**config.mk**
```make
export PLATFORM = sky130hd
export DESIGN_NAME = message_ring_descriptor_engine_core
export DESIGN_NICKNAME = d
export VERILOG_FILES = /design/src/mrde_pkg.sv /design/src/mrde_flag_store.sv /design/src/mrde_flag_alu.sv /design/src/mrde_seq.sv /design/src/message_ring_descriptor_engine_core.sv
export SDC_FILE = /design/constraint.sdc
export NUM_CORES = 1
export LEC_CHECK = 0
export ABC_AREA = 0
export BUFFER_PORTS_ARGS = -buffer_cell sky130_fd_sc_hd__buf_2
export CELL_PAD_IN_SITES_DETAIL_PLACEMENT = 0
export CELL_PAD_IN_SITES_GLOBAL_PLACEMENT = 1
export CORE_MARGIN = 4
export CORE_UTILIZATION = 27
export CTS_CLUSTER_SIZE = 12
export DETAILED_ROUTE_END_ITERATION = 7
export PLACE_DENSITY = 0.52
export SLEW_MARGIN = 20
export SYNTH_ARGS = -nofsm -noshare
export SYNTH_HDL_FRONTEND = slang
export SYNTH_SLANG_ARGS = --single-unit
export TNS_END_PERCENT = 50
```
**constraint.sdc**
```tcl
create_clock -name clk -period 12.7 [get_ports clk]
set_input_delay 0.635 -clock clk [delete_from_list [all_inputs] [get_ports clk]]
set_output_delay 0.635 -clock clk [all_outputs]
set_load 0.005 [all_outputs]
```
**src/mrde_pkg.sv**
```systemverilog
// Shared types, codes and index helpers of the message ring descriptor engine.
// Used by every module under src; depends on nothing.
package mrde_pkg;

  localparam int MAX_ENTRIES = 32;
  localparam int IDX_W       = 5;
  localparam int CAP_W       = IDX_W + 1;
  localparam int CLIENT_W    = 6;
  localparam int FLAG_W      = 4;

  localparam int F_PEND = 0;
  localparam int F_SYNC = 1;
  localparam int F_COMP = 2;
  localparam int F_ERR  = 3;

  typedef logic [IDX_W-1:0]    idx_t;
  typedef logic [CAP_W-1:0]    cap_t;
  typedef logic [CLIENT_W-1:0] client_t;
  typedef logic [FLAG_W-1:0]   flags_t;

  typedef enum logic [1:0] {
    MODE_PRODUCE, MODE_CONSUME, MODE_RECLAIM, MODE_FINISH
  } mode_t;

  typedef enum logic [2:0] {
    STAT_OK, STAT_FULL, STAT_FILL_FAILED, STAT_EMPTY,
    STAT_NOT_PENDING, STAT_STILL_PENDING, STAT_WAKE, STAT_TAIL
  } status_t;

  typedef enum logic [1:0] {
    S_IDLE, S_EXEC, S_SCAN, S_FIX
  } state_t;

  typedef struct packed {
    logic    en;
    idx_t    addr;
    flags_t  flags;
    logic    client_en;
    client_t client;
  } wr_req_t;

  typedef struct packed {
    flags_t  flags;
    logic    write;
    status_t status;
    logic    sync;
    logic    err;
    logic    wake;
  } alu_res_t;

  function automatic cap_t active_cap(cap_t c);
    cap_t r;
    r = c;
    if (c < cap_t'(2)) r = cap_t'(2);
    if (c > cap_t'(MAX_ENTRIES)) r = cap_t'(MAX_ENTRIES);
    return r;
  endfunction

  function automatic idx_t next_idx(idx_t i, cap_t cap);
    cap_t s;
    s = {1'b0, i} + cap_t'(1);
    return (s >= cap) ? '0 : s[IDX_W-1:0];
  endfunction

endpackage

```
**src/mrde_flag_store.sv**
```systemverilog
// Per-entry flag bank (cleared by reset) and client bank of the ring.
// One read address, one write request per cycle; uses mrde_pkg.
module mrde_flag_store (
  input  logic              clk,
  input  logic              rst_n,
  input  mrde_pkg::idx_t    rd_addr,
  output mrde_pkg::flags_t  rd_flags,
  output mrde_pkg::client_t rd_client,
  input  mrde_pkg::wr_req_t wr
);

  mrde_pkg::flags_t  flags_r  [mrde_pkg::MAX_ENTRIES];
  mrde_pkg::client_t client_r [mrde_pkg::MAX_ENTRIES];

  always_ff @(posedge clk) begin
    if (!rst_n) begin
      flags_r <= '{default: '0};
    end else if (wr.en) begin
      flags_r[wr.addr] <= wr.flags;
    end
  end

  always_ff @(posedge clk) begin
    if (wr.client_en) begin
      client_r[wr.addr] <= wr.client;
    end
  end

  assign rd_flags  = flags_r[rd_addr];
  assign rd_client = client_r[rd_addr];

endmodule

```
**src/mrde_flag_alu.sv**
```systemverilog
// Shared flag update unit: next flags and status of one entry for each request kind.
// Purely combinational; uses mrde_pkg.
module mrde_flag_alu (
  input  mrde_pkg::mode_t    op,
  input  mrde_pkg::flags_t   f,
  input  logic               sync_req,
  output mrde_pkg::alu_res_t res
);

  mrde_pkg::flags_t g;

  always_comb begin
    g   = f;
    res = '0;
    res.status = mrde_pkg::STAT_OK;
    res.sync   = f[mrde_pkg::F_SYNC];
    res.err    = f[mrde_pkg::F_ERR];
    case (op)
      mrde_pkg::MODE_PRODUCE: begin
        g = '0;
        g[mrde_pkg::F_PEND] = 1'b1;
        g[mrde_pkg::F_SYNC] = sync_req;
        g[mrde_pkg::F_COMP] = !sync_req;
        res.write = 1'b1;
        res.sync  = sync_req;
      end
      mrde_pkg::MODE_CONSUME: begin
        if (f[mrde_pkg::F_PEND]) begin
          g[mrde_pkg::F_PEND] = 1'b0;
          res.write = 1'b1;
        end else begin
          res.status = mrde_pkg::STAT_NOT_PENDING;
        end
      end
      mrde_pkg::MODE_RECLAIM: begin
        if (f[mrde_pkg::F_PEND]) begin
          g[mrde_pkg::F_PEND] = 1'b0;
          g[mrde_pkg::F_ERR]  = 1'b1;
        end
        if (!f[mrde_pkg::F_COMP]) begin
          if (f[mrde_pkg::F_SYNC]) begin
            res.wake   = 1'b1;
            res.status = mrde_pkg::STAT_WAKE;
          end else begin
            g[mrde_pkg::F_COMP] = 1'b1;
          end
        end
        res.write = 1'b1;
      end
      mrde_pkg::MODE_FINISH: begin
        if (f[mrde_pkg::F_PEND]) begin
          res.status = mrde_pkg::STAT_STILL_PENDING;
        end else begin
          g[mrde_pkg::F_COMP] = 1'b1;
          res.write = 1'b1;
        end
      end
      default: begin
        g = f;
      end
    endcase
    res.flags = g;
  end

endmodule

```
**src/mrde_seq.sv**
```systemverilog
// Request sequencer: ring indices, capacity register, reclaim walk and result register.
// Drives the flag store and the shared flag unit; uses mrde_pkg.
module mrde_seq (
  input  logic                      clk,
  input  logic                      rst_n,
  input  logic                      start,
  output logic                      busy,
  input  logic [1:0]                in_mode,
  input  logic [5:0]                in_client_id,
  input  logic                      in_sync_request,
  input  logic                      in_fill_failed,
  input  logic [4:0]                in_slot,
  input  logic                      cfg_we,
  input  logic [5:0]                cfg_wdata,
  output mrde_pkg::idx_t            rd_addr,
  input  mrde_pkg::client_t         rd_client,
  output mrde_pkg::mode_t           alu_op,
  output logic                      alu_sync,
  input  mrde_pkg::alu_res_t        alu,
  output mrde_pkg::wr_req_t         wr,
  output logic                      out_valid,
  output logic [2:0]                out_status,
  output logic [4:0]                out_entry_index,
  output logic [5:0]                out_wake_client,
  output logic                      out_notify_peer,
  output logic                      out_sync_flag,
  output logic                      out_entry_error,
  output logic [4:0]                out_new_tail,
  output logic                      out_last
);

  mrde_pkg::state_t  state_r, state_nxt;
  mrde_pkg::mode_t   mode_r, mode_nxt;
  mrde_pkg::client_t client_r, client_nxt;
  logic              sync_r, sync_nxt;
  logic              fail_r, fail_nxt;
  mrde_pkg::idx_t    slot_r, slot_nxt;
  mrde_pkg::cap_t    cap_r, cap_nxt;
  mrde_pkg::idx_t    prod_r, prod_nxt;
  mrde_pkg::idx_t    cons_r, cons_nxt;
  mrde_pkg::idx_t    tail_r, tail_nxt;
  mrde_pkg::idx_t    walk_r, walk_nxt;
  mrde_pkg::idx_t    stop_r, stop_nxt;

  logic              ov_r, ov_nxt;
  mrde_pkg::status_t ostat_r, ostat_nxt;
  mrde_pkg::idx_t    oidx_r, oidx_nxt;
  mrde_pkg::client_t owake_r, owake_nxt;
  logic              onotify_r, onotify_nxt;
  logic              osync_r, osync_nxt;
  logic              oerr_r, oerr_nxt;
  mrde_pkg::idx_t    otail_r, otail_nxt;
  logic              olast_r, olast_nxt;

  mrde_pkg::cap_t    cap_act;
  mrde_pkg::idx_t    prod_adv;
  logic              walk_done;

  assign cap_act   = mrde_pkg::active_cap(cap_r);
  assign prod_adv  = mrde_pkg::next_idx(prod_r, cap_act);
  assign walk_done = (walk_r == cons_r);
  assign busy      = (state_r != mrde_pkg::S_IDLE);
  assign alu_sync  = sync_r;

  always_comb begin
    state_nxt = state_r;
    case (state_r)
      mrde_pkg::S_IDLE: begin
        if (start && !cfg_we) begin
          state_nxt = (mrde_pkg::mode_t'(in_mode) == mrde_pkg::MODE_RECLAIM) ?
                      mrde_pkg::S_SCAN : mrde_pkg::S_EXEC;
        end
      end
      mrde_pkg::S_EXEC: state_nxt = mrde_pkg::S_IDLE;
      mrde_pkg::S_SCAN: begin
        if (walk_done || alu.wake) state_nxt = mrde_pkg::S_FIX;
      end
      mrde_pkg::S_FIX: begin
        if (walk_done) state_nxt = mrde_pkg::S_IDLE;
      end
      default: state_nxt = mrde_pkg::S_IDLE;
    endcase
  end

  always_comb begin
    mode_nxt    = mode_r;
    client_nxt  = client_r;
    sync_nxt    = sync_r;
    fail_nxt    = fail_r;
    slot_nxt    = slot_r;
    cap_nxt     = cap_r;
    prod_nxt    = prod_r;
    cons_nxt    = cons_r;
    tail_nxt    = tail_r;
    walk_nxt    = walk_r;
    stop_nxt    = stop_r;
    ov_nxt      = 1'b0;
    ostat_nxt   = ostat_r;
    oidx_nxt    = oidx_r;
    owake_nxt   = owake_r;
    onotify_nxt = onotify_r;
    osync_nxt   = osync_r;
    oerr_nxt    = oerr_r;
    otail_nxt   = otail_r;
    olast_nxt   = olast_r;
    wr          = '0;
    rd_addr     = walk_r;
    alu_op      = mrde_pkg::MODE_RECLAIM;

    case (state_r)
      mrde_pkg::S_IDLE: begin
        if (cfg_we) begin
          cap_nxt  = cfg_wdata;
          prod_nxt = '0;
          cons_nxt = '0;
          tail_nxt = '0;
        end else if (start) begin
          mode_nxt   = mrde_pkg::mode_t'(in_mode);
          client_nxt = in_client_id;
          sync_nxt   = in_sync_request;
          fail_nxt   = in_fill_failed;
          slot_nxt   = in_slot;
          walk_nxt   = tail_r;
        end
      end
      mrde_pkg::S_EXEC: begin
        alu_op      = mode_r;
        ov_nxt      = 1'b1;
        olast_nxt   = 1'b1;
        owake_nxt   = '0;
        onotify_nxt = 1'b0;
        osync_nxt   = 1'b0;
        oerr_nxt    = 1'b0;
        otail_nxt   = tail_r;
        case (mode_r)
          mrde_pkg::MODE_PRODUCE: begin
            rd_addr  = prod_r;
            oidx_nxt = prod_r;
            if (prod_adv == tail_r) begin
              ostat_nxt = mrde_pkg::STAT_FULL;
            end else if (fail_r) begin
              ostat_nxt = mrde_pkg::STAT_FILL_FAILED;
            end else begin
              wr.en        = 1'b1;
              wr.addr      = prod_r;
              wr.flags     = alu.flags;
              wr.client_en = 1'b1;
              wr.client    = client_r;
              prod_nxt     = prod_adv;
              ostat_nxt    = mrde_pkg::STAT_OK;
              onotify_nxt  = 1'b1;
              osync_nxt    = sync_r;
            end
          end
          mrde_pkg::MODE_CONSUME: begin
            rd_addr  = cons_r;
            oidx_nxt = cons_r;
            if (cons_r == prod_r) begin
              ostat_nxt = mrde_pkg::STAT_EMPTY;
            end else begin
              wr.en       = alu.write;
              wr.addr     = cons_r;
              wr.flags    = alu.flags;
              cons_nxt    = mrde_pkg::next_idx(cons_r, cap_act);
              ostat_nxt   = alu.status;
              onotify_nxt = alu.sync;
              osync_nxt   = alu.sync;
            end
          end
          mrde_pkg::MODE_FINISH: begin
            rd_addr  = slot_r;
            oidx_nxt = slot_r;
            if ({1'b0, slot_r} >= cap_act) begin
              ostat_nxt = mrde_pkg::STAT_NOT_PENDING;
            end else begin
              wr.en     = alu.write;
              wr.addr   = slot_r;
              wr.flags  = alu.flags;
              ostat_nxt = alu.status;
              osync_nxt = alu.sync;
              oerr_nxt  = alu.err;
            end
          end
          default: begin
            ov_nxt = 1'b0;
          end
        endcase
      end
      mrde_pkg::S_SCAN: begin
        if (walk_done) begin
          stop_nxt = cons_r;
          walk_nxt = tail_r;
        end else if (alu.wake) begin
          stop_nxt = walk_r;
          walk_nxt = tail_r;
        end else begin
          walk_nxt = mrde_pkg::next_idx(walk_r, cap_act);
        end
      end
      mrde_pkg::S_FIX: begin
        owake_nxt   = '0;
        onotify_nxt = 1'b0;
        osync_nxt   = 1'b0;
        oerr_nxt    = 1'b0;
        otail_nxt   = stop_r;
        if (walk_done) begin
          tail_nxt  = stop_r;
          ov_nxt    = 1'b1;
          ostat_nxt = mrde_pkg::STAT_TAIL;
          oidx_nxt  = cons_r;
          olast_nxt = 1'b1;
        end else begin
          wr.en    = 1'b1;
          wr.addr  = walk_r;
          wr.flags = alu.flags;
          walk_nxt = mrde_pkg::next_idx(walk_r, cap_act);
          if (alu.wake) begin
            ov_nxt    = 1'b1;
            ostat_nxt = mrde_pkg::STAT_WAKE;
            oidx_nxt  = walk_r;
            owake_nxt = rd_client;
            olast_nxt = 1'b0;
          end
        end
      end
      default: begin
        wr = '0;
      end
    endcase
  end

  always_ff @(posedge clk) begin
    if (!rst_n) begin
      state_r <= mrde_pkg::S_IDLE;
      cap_r   <= mrde_pkg::cap_t'(mrde_pkg::MAX_ENTRIES);
      prod_r  <= '0;
      cons_r  <= '0;
      tail_r  <= '0;
      ov_r    <= 1'b0;
    end else begin
      state_r <= state_nxt;
      cap_r   <= cap_nxt;
      prod_r  <= prod_nxt;
      cons_r  <= cons_nxt;
      tail_r  <= tail_nxt;
      ov_r    <= ov_nxt;
    end
  end

  always_ff @(posedge clk) begin
    mode_r    <= mode_nxt;
    client_r  <= client_nxt;
    sync_r    <= sync_nxt;
    fail_r    <= fail_nxt;
    slot_r    <= slot_nxt;
    walk_r    <= walk_nxt;
    stop_r    <= stop_nxt;
    ostat_r   <= ostat_nxt;
    oidx_r    <= oidx_nxt;
    owake_r   <= owake_nxt;
    onotify_r <= onotify_nxt;
    osync_r   <= osync_nxt;
    oerr_r    <= oerr_nxt;
    otail_r   <= otail_nxt;
    olast_r   <= olast_nxt;
  end

  assign out_valid       = ov_r;
  assign out_status      = ostat_r;
  assign out_entry_index = oidx_r;
  assign out_wake_client = owake_r;
  assign out_notify_peer = onotify_r;
  assign out_sync_flag   = osync_r;
  assign out_entry_error = oerr_r;
  assign out_new_tail    = otail_r;
  assign out_last        = olast_r;

  a_accept_busy: assert property (@(posedge clk) disable iff (!rst_n)
    start && !busy && !cfg_we |=> busy)
    else $error("request accepted but engine not busy");

  a_last_idle: assert property (@(posedge clk) disable iff (!rst_n)
    out_valid && out_last |-> !busy)
    else $error("final result while engine still busy");

  a_prod_range: assert property (@(posedge clk) disable iff (!rst_n)
    ({1'b0, prod_r} < cap_act) && ({1'b0, cons_r} < cap_act))
    else $error("ring head index beyond capacity");

  a_tail_range: assert property (@(posedge clk) disable iff (!rst_n)
    {1'b0, tail_r} < cap_act)
    else $error("reclaim tail beyond capacity");

endmodule

```
**src/message_ring_descriptor_engine_core.sv**
```systemverilog
// Top level of the message ring descriptor engine.
// Instantiates mrde_seq, mrde_flag_store and mrde_flag_alu; uses mrde_pkg.
//
// A request is taken when start is high and busy and cfg_we are low; busy stays
// high until the request is done and results appear on the out_ ports, one per
// cycle marked by out_valid, with no way to stall them. Produce, consume and
// finish pass from the accept cycle to S_EXEC, which reads, updates and writes
// the entry's flags, with the result shown in the following cycle while busy is
// already low. A reclaim walks the entries between the tail and the consumer
// head twice through the single flag port: a scan that finds where the tail
// stops, then a fix pass that rewrites each entry, emits a wake result per
// waiting sync entry and ends with the tail report. Reset clears all entry
// flags at once; no clearing pass is needed. Write cfg_wdata only while idle;
// it restarts all three ring indices.
module message_ring_descriptor_engine_core (
  input  logic       clk,
  input  logic       rst_n,
  input  logic       start,
  output logic       busy,
  input  logic [1:0] in_mode,
  input  logic [5:0] in_client_id,
  input  logic       in_sync_request,
  input  logic       in_fill_failed,
  input  logic [4:0] in_slot,
  input  logic       cfg_we,
  input  logic [5:0] cfg_wdata,
  output logic       out_valid,
  output logic [2:0] out_status,
  output logic [4:0] out_entry_index,
  output logic [5:0] out_wake_client,
  output logic       out_notify_peer,
  output logic       out_sync_flag,
  output logic       out_entry_error,
  output logic [4:0] out_new_tail,
  output logic       out_last
);

  mrde_pkg::idx_t     rd_addr;
  mrde_pkg::flags_t   rd_flags;
  mrde_pkg::client_t  rd_client;
  mrde_pkg::wr_req_t  wr;
  mrde_pkg::mode_t    alu_op;
  logic               alu_sync;
  mrde_pkg::alu_res_t alu_res;

  mrde_seq u_seq (
    .clk             (clk),
    .rst_n           (rst_n),
    .start           (start),
    .busy            (busy),
    .in_mode         (in_mode),
    .in_client_id    (in_client_id),
    .in_sync_request (in_sync_request),
    .in_fill_failed  (in_fill_failed),
    .in_slot         (in_slot),
    .cfg_we          (cfg_we),
    .cfg_wdata       (cfg_wdata),
    .rd_addr         (rd_addr),
    .rd_client       (rd_client),
    .alu_op          (alu_op),
    .alu_sync        (alu_sync),
    .alu             (alu_res),
    .wr              (wr),
    .out_valid       (out_valid),
    .out_status      (out_status),
    .out_entry_index (out_entry_index),
    .out_wake_client (out_wake_client),
    .out_notify_peer (out_notify_peer),
    .out_sync_flag   (out_sync_flag),
    .out_entry_error (out_entry_error),
    .out_new_tail    (out_new_tail),
    .out_last        (out_last)
  );

  mrde_flag_store u_store (
    .clk       (clk),
    .rst_n     (rst_n),
    .rd_addr   (rd_addr),
    .rd_flags  (rd_flags),
    .rd_client (rd_client),
    .wr        (wr)
  );

  mrde_flag_alu u_alu (
    .op       (alu_op),
    .f        (rd_flags),
    .sync_req (alu_sync),
    .res      (alu_res)
  );

endmodule

```
==> out/qor.yml, run 1 <==
via_per_inst: 4.993
slew_headroom_pct: 27.11
n_antenna_cell: 0
grt_pass1_vias: 14085
first_pass_iters: 5
finalSetupTns_ns: 0
slowest_delay_ns: 1.08
finClkSkew_ns: 0.01386
htreeDepth: 2
area_growth_pct: 13.37
ys_ff_latch: 392
crit_slowest_cell: "edfxtp_1"
synth.top_cell.area_share_pct: 38.16
arrival_ns: 6.20
io_buffers: 49
worst-path-buf-inv: 1
async_flop_share_pct: 0
grt_pass1_wl_um: 90890
powerDensity_mw_per_mm2: 136.0
drcViolationCount: 0
worstPathRequired_ns: 12.91
core_sq_mm: 0.06895
maxSlewViolCount: 0
final_util_pct: 31.05
cts_setup_buffers: 0
post_cts_resized: 0
antenna_left: 0
hold_path_end: "u_seq.client_r[5]$_DFFE_PP_"
yosysTopAreaCell: "edfxtp_1"
vias: 14071
die_h_um: 272.5
start_util_pct: 27.39
r2r_slack_ns: 6.71
antenna_found_initial: 0
yosysUniqueCellTypes: 94
gp_congestion: 0.8071
holdPathStages: 1
r2r-end: "u_seq.out_entry_index[3]$_DFFE_PP_"
endpoint_kind: "register"
wl_per_cell_um: 21.45
ir_drop_v: 0.00007989
gr-total-overflow: 0
finalCritPeriodShare_pct: 47.16
hold_buffers: 0
clkTransAtPathRegs_ns: 0.06
yosysSeqAreaShare_pct: 54.27
yosysMostFrequentCell: "nand2_1"
path_delay_family: "compound AO/OA/AOI/OAI gates"
r2r-start: "u_seq.mode_r[1]$_DFFE_PP_"
whs_ns: 0.2192
ys_top_cells_by_area: "edfxtp_1 (38%), dfxtp_1 (16%), nand2_1 (9.1%)"
drive_above_1_share_pct: 12.08
fin_crit_ns: 5.989
dp_hpwl_um: 38070
hp-start: "in_client_id[5]"
power_leakage_nw: 7.886
tightest_slew_ns: 1.093
worstPathMaxFanout: 75
nets: 1899
cts_tree: "done"
cts_buffer_depth: 3
synth_edf_count: 240
syn_inst: 1862
synthesis.nets: 1910
finalSetupViolCount: 0
cts_root_buffer: "clkbuf_16"
syn_area_sq_mm: 0.01889
path_depth: 10
cts_inserted_buffers: 45
start_kind: "register"
synth_ff_type: "edfxtp_1"
die_w_um: 272.5
row_count: 96
hp-class: "in2reg"
worstRegToRegCells: 10
crit_type: "reg2reg"
hold_viol_final: 0
fmax_ghz: 0.1670
worstSkewPairLatency_ns: 0.59
status: "completed"
routed_wl_um: 60450
avgSynthCellArea_sq_um: 10.14
cts_sinks: 392
dr.first_iter.drc_count: 975
max_cap_violations: 0
grt_max_degree: 93
rsz0062_at_grt: "no"
path_cells: "mux2_2 -> o22ai_1 -> or2_4 -> buf_4 -> a211oi_1 -> o22ai_1 -> nand3_1 -> a31oi_2 -> a21oi_1 -> a21oi_1"
grt_usage_pct: 15.94
ys_warn_count: 0
die-area_sq_mm: 0.07424
synth_top_cells_by_count: "nand2_1 (457), edfxtp_1 (240), nand3_1 (195), dfxtp_1 (152), mux2i_1 (118)"
ioPinCount: 50
==> flip-flops by register name, indices dropped and copies added, names as in the netlist, 2 cells and up <==
| name | count |
|---|---|
| u_seq.mode_r | 2 |
| u_seq.walk_r | 5 |
| u_seq.out_wake_client | 6 |
| u_seq.state_r | 2 |
| u_seq.slot_r | 5 |
| u_store.client_r | 192 |
| u_seq.client_r | 6 |
| u_store.flags_r | 128 |
| u_seq.cap_r | 6 |
| u_seq.out_status | 3 |
| u_seq.tail_r | 5 |
| u_seq.prod_r | 5 |
| u_seq.out_entry_index | 5 |
| u_seq.stop_r | 5 |
| u_seq.cons_r | 5 |
| u_seq.out_new_tail | 5 |
==> worst max path at each step <==
stage | to | startpoint
2_1_floorplan | u_store.client_r[10][0]$_DFFE_PP_ | u_seq.cap_r[2]$_SDFFE_PN0P_
3_3_place_gp | u_seq.out_status[0]$_DFFE_PP_ | u_seq.mode_r[1]$_DFFE_PP_
4_1_cts | u_seq.out_entry_index[3]$_DFFE_PP_ | u_seq.mode_r[1]$_DFFE_PP_
5_1_grt | u_seq.out_entry_index[4]$_DFFE_PP_ | u_seq.mode_r[1]$_DFFE_PP_
3_5_place_dp | u_seq.out_entry_index[3]$_DFFE_PP_ | u_seq.mode_r[1]$_DFFE_PP_
6_report | u_seq.out_entry_index[3]$_DFFE_PP_ | u_seq.mode_r[1]$_DFFE_PP_
==> where the power goes <==
part	internal [mW]	switching, mW
registers	1.35	0.0102
logic	0.0712	0.186
clock network	0.753	0.543
total	2.17	0.739
==> layer usage <==
metal / vias up / part of all wire, % / wire, um / GRT usage (%)
met4: 0 / 1.9 / 1149 / 4.098
met5: - / 0 / 0 / 0
met1: 6993 / 46 / 27840 / 21.81
met2: 315 / 47 / 28540 / 26.23
met3: 71 / 4.8 / 2914 / 2.748
li1: 6692 / - / - / -
==> final cells by class <==
class / count / area (sq um)
Timing Repair Buffer: 76 / 450.4
Multi-Input combinational cell: 1319 / 8011
Clock buffer: 62 / 1291
Inverter: 17 / 63.81
Sequential cell: 392 / 10250
Fill cell: 7180 / 47540
Clock inverter: 21 / 178.9
Tap cell: 931 / 1165
==> per-stage QoR <==
step	cell area [sq um]	instances	worst slack [ns]	power (mW)
2_1_floorplan	18890	1862	8.597	1.550
3_3_place_gp	19940	2735	6.831	1.644
3_5_place_dp	19940	2735	6.771	1.644
4_1_cts	21410	2818	6.740	2.948
5_1_grt	21410	2818	6.362	3.026
6_report	21410	2818	6.711	2.911
==> cells in the final DEF, fill, tap and decap left out, types with 10 or more instances in the layout <==
| master | synthesis | final |
|---|---|---|
| a211oi_1 | 12 | 12 |
| a21boi_0 | 17 | 17 |
| edfxtp_1 | 240 | 240 |
| o32ai_1 | 18 | 18 |
| buf_2 | 37 | 48 |
| nand3_2 | 12 | 12 |
| nor2_1 | 79 | 78 |
| o31ai_1 | 19 | 19 |
| and3_1 | 15 | 14 |
| nor2b_1 | 11 | 11 |
| nand2b_1 | 11 | 11 |
| nor3_1 | 24 | 24 |
| dfxtp_1 | 152 | 152 |
| o211ai_1 | 22 | 22 |
| inv_1 | 17 | 17 |
| o311ai_0 | 10 | 10 |
| o21ai_0 | 23 | 23 |
| xnor2_1 | 13 | 13 |
| ha_1 | 23 | 23 |
| and2_1 | 19 | 12 |
| clkbuf_16 | 0 | 46 |
| a21oi_1 | 37 | 37 |
| o22ai_1 | 10 | 10 |
| nand3_1 | 195 | 195 |
| mux2i_1 | 118 | 118 |
| nand2_1 | 457 | 457 |
| xor2_1 | 10 | 10 |
| buf_4 | 2 | 28 |
==> kinds of logic after synthesis <==
logic type / share of synthesized area, %
buffers and inverters: 3.505
AO/OA/AOI/OAI: 10.21
XOR/XNOR: 1.067
multiplexers: 7.506
flip-flops: 54.27
adder cells (fa/ha/maj): 1.577
AND/OR/NAND/NOR: 21.86
Power figures use the tool's default switching activity.
==> run 2: changes to the inputs <==
--- a/config.mk
+++ b/config.mk
@@ -13,7 +13,7 @@
 export CORE_UTILIZATION = 27
 export CTS_CLUSTER_SIZE = 12
 export DETAILED_ROUTE_END_ITERATION = 7
-export PLACE_DENSITY = 0.52
+export PLACE_DENSITY = 0.54
 export SLEW_MARGIN = 20
 export SYNTH_ARGS = -nofsm -noshare
 export SYNTH_HDL_FRONTEND = slang
==> constraint.sdc (replaced) <==
create_clock -name clk -period 5.5 [get_ports clk]
set_input_delay 0.275 -clock clk [delete_from_list [all_inputs] [get_ports clk]]
set_output_delay 0.275 -clock clk [all_outputs]
set_load 0.005 [all_outputs]
==> run 2 against run 1 <==
  * Register-to-register slack lost 6.1 ns
  * Non-clock buffer count grew 70
  * Clock power grew 130%
  * Sequential cell count is the same
  * Fmax grew 22%
  * Count of clock-buffer cells in the layout shrank 4
  * Sequential power grew 130%
  * Cell area grew 2.7%
  * Clock skew grew 0.021 ns
  * Setup slack lost 6.1 ns
  * Critical path depth grew 4
  * Utilization grew 0.85 points
  * Critical endpoint is now u_store.client_r[19][2]$_DFFE_PP_
==> out/qor.yml, run 2 (synthesized netlist as in run 1, its figures left out) <==
drive_above_1_share_pct: 13.50  # +1.4 points
finalCritPeriodShare_pct: 89.47  # +42 points
cts_buffer_depth: 3  # unchanged
nets: 1970  # +3.7%
drcViolationCount: 0  # unchanged
hold_viol_final: 0  # unchanged
cts_tree: "done"
row_count: 96  # unchanged
power_leakage_nw: 8.212  # +4.1%
r2r-start: "u_seq.cap_r[2]$_SDFFE_PN0P_"
vias: 14260  # +1.3%
setup_ws_ns: 0.5794  # -6.132 ns
via_per_inst: 4.939  # -1.1%
start_util_pct: 27.39  # unchanged
holdPathStages: 4  # +3
die_h_um: 272.5  # unchanged
top_register: "u_store.client_r"
rsz0062_at_grt: "no"
endpoint_kind: "register"
clock_power_share_pct: 44.6  # about the same
gp_congestion: 0.8394  # +4.0%
grt_pass1_vias: 14278  # +1.4%
fmax_ghz: 0.2032  # +22%
cts_root_buffer: "clkbuf_16"
tightest_slew_ns: 1.062  # -0.03183 ns
grt_usage_pct: 15.84  # -0.099 points
dr.first_iter.drc_count: 1032  # +5.8%
arrival_ns: 5.15  # -1.05 ns
clkTransAtPathRegs_ns: 0.06  # about the same
grt_max_degree: 103  # +11%
hp-class: "in2reg"
hp-start: "cfg_we"
first_pass_iters: 5  # unchanged
finClkSkew_ns: 0.03534  # +0.02149 ns
finalSetupTns_ns: 0  # unchanged
final_common_cell: "nand2_1"
top_regs: "u_store.client_r x192, u_store.flags_r x128"
post_cts_resized: 0  # unchanged
powerDensity_mw_per_mm2: 308.5  # +130%
n_antenna_cell: 0  # unchanged
worstPathRequired_ns: 5.73  # -7.18 ns
htreeDepth: 2  # unchanged
ir_drop_v: 0.0001597  # +100%
max_cap_violations: 0  # unchanged
final_cell_mix: "nand2_1 (457), edfxtp_1 (240), nand3_1 (195)"
grt_pass1_wl_um: 91000  # +0.13%
fin_crit_ns: 4.921  # -1.068 ns
p_int_mw: 5.072  # +130%
slew_headroom_pct: 29.23  # +2.1 points
crit_start: "u_seq.cap_r[2]$_SDFFE_PN0P_"
worstSkewPairLatency_ns: 0.59  # about the same
maxSlewViolCount: 0  # unchanged
die-area_sq_mm: 0.07424  # unchanged
routed_wl_um: 60080  # -0.62%
crit_type: "reg2reg"
antenna_found_initial: 0  # unchanged
area_growth_pct: 16.46
comb_power_share_pct: 9.3  # +0.5 points
worstRegToRegCells: 14  # +4
power_switching_mw: 1.712  # +130%
whs_ns: 0.1274  # -0.09183 ns
swShare_pct: 25.23  # -0.15 points
worstPathMaxFanout: 10  # -87%
cts_setup_buffers: 0  # unchanged
hold_buffers: 21  # +21
gr-total-overflow: 0  # unchanged
cts_inserted_buffers: 46  # +2.2%
place_ws_ns: 0.5886  # -6.182 ns
p_seq_share_pct: 46.2  # -0.5 points
placed_cell_area_sq_mm: 0.02030  # +1.8%
largest_reg_flops: 192  # unchanged
dp_hpwl_um: 40160  # +5.5%
status: "completed"
io_buffers: 49  # unchanged
finalSetupViolCount: 0  # unchanged
ioPinCount: 50  # unchanged
postLayoutCellArea_sq_mm: 0.02199  # +2.7%
wl_per_cell_um: 20.81  # -3.0%
cts_sinks: 392  # unchanged
antenna_left: 0  # unchanged
start_kind: "register"
die_w_um: 272.5  # unchanged
core_sq_mm: 0.06895  # unchanged
## run 2: metrics by stage
step,utilization (%),cells,total power [mW]
5_1_grt,31.90,2887,7.046
4_1_cts,31.89,2887,6.878
6_report,31.90,2887,6.784
2_1_floorplan,-,1862,3.579
3_5_place_dp,29.44,2784,3.814
3_3_place_gp,29.44,2784,3.815
## run 2: worst paths after layout
check / endpoint / slack [ns]
worst max-delay path: u_store.client_r[19][2]$_DFFE_PP_ / 0.58
worst min-delay path: u_seq.cap_r[3]$_SDFFE_PN0P_ / 0.13
worst max register to register: u_store.client_r[19][2]$_DFFE_PP_ / 0.58
worst min register to register: u_store.flags_r[36]$_SDFFE_PN0P_ / 0.46
## run 2: final cells by class
class                           instances  area [sq um]
Clock buffer                           58          1226
Inverter                               17         63.81
Sequential cell                       392         10250
Tap cell                              931          1165
Multi-Input combinational cell       1319          8001
Fill cell                            7160         46950
Clock inverter                         24         255.2
Timing Repair Buffer                  146          1032
## run 2: power groups by stage
stage,combinational (mW),sequential [mW],clock (mW)
after floorplan,0.395,3.18,0
after CTS,0.634,3.13,3.11
after global routing,0.687,3.13,3.23
after detailed placement,0.621,3.19,0
after global placement,0.622,3.19,0
final,0.629,3.13,3.02
## run 2: critical path, cell delays in order, from the launching register on
cell       delay [ns]
dfxtp_1          0.32
nor3_1           0.26
nand2b_1         0.08
and3_1           0.23
ha_1             0.30
nand2b_1         0.15
a2111oi_2        0.46
a2111oi_1        0.16
or4_1            0.59
o211a_1          0.16
o21ai_1          0.30
o21ai_1          0.32
nor2_1           0.49
nand2_1          0.27
nor2_1           0.50
## run 2: metal layers
metal	GRT usage (%)	share of wire, %	vias up
li1	-	-	6826
met1	21.72	46	7059
met2	26.59	48	293
met3	2.017	4.0	82
met4	4.003	2.0	0
met5	0	0	-
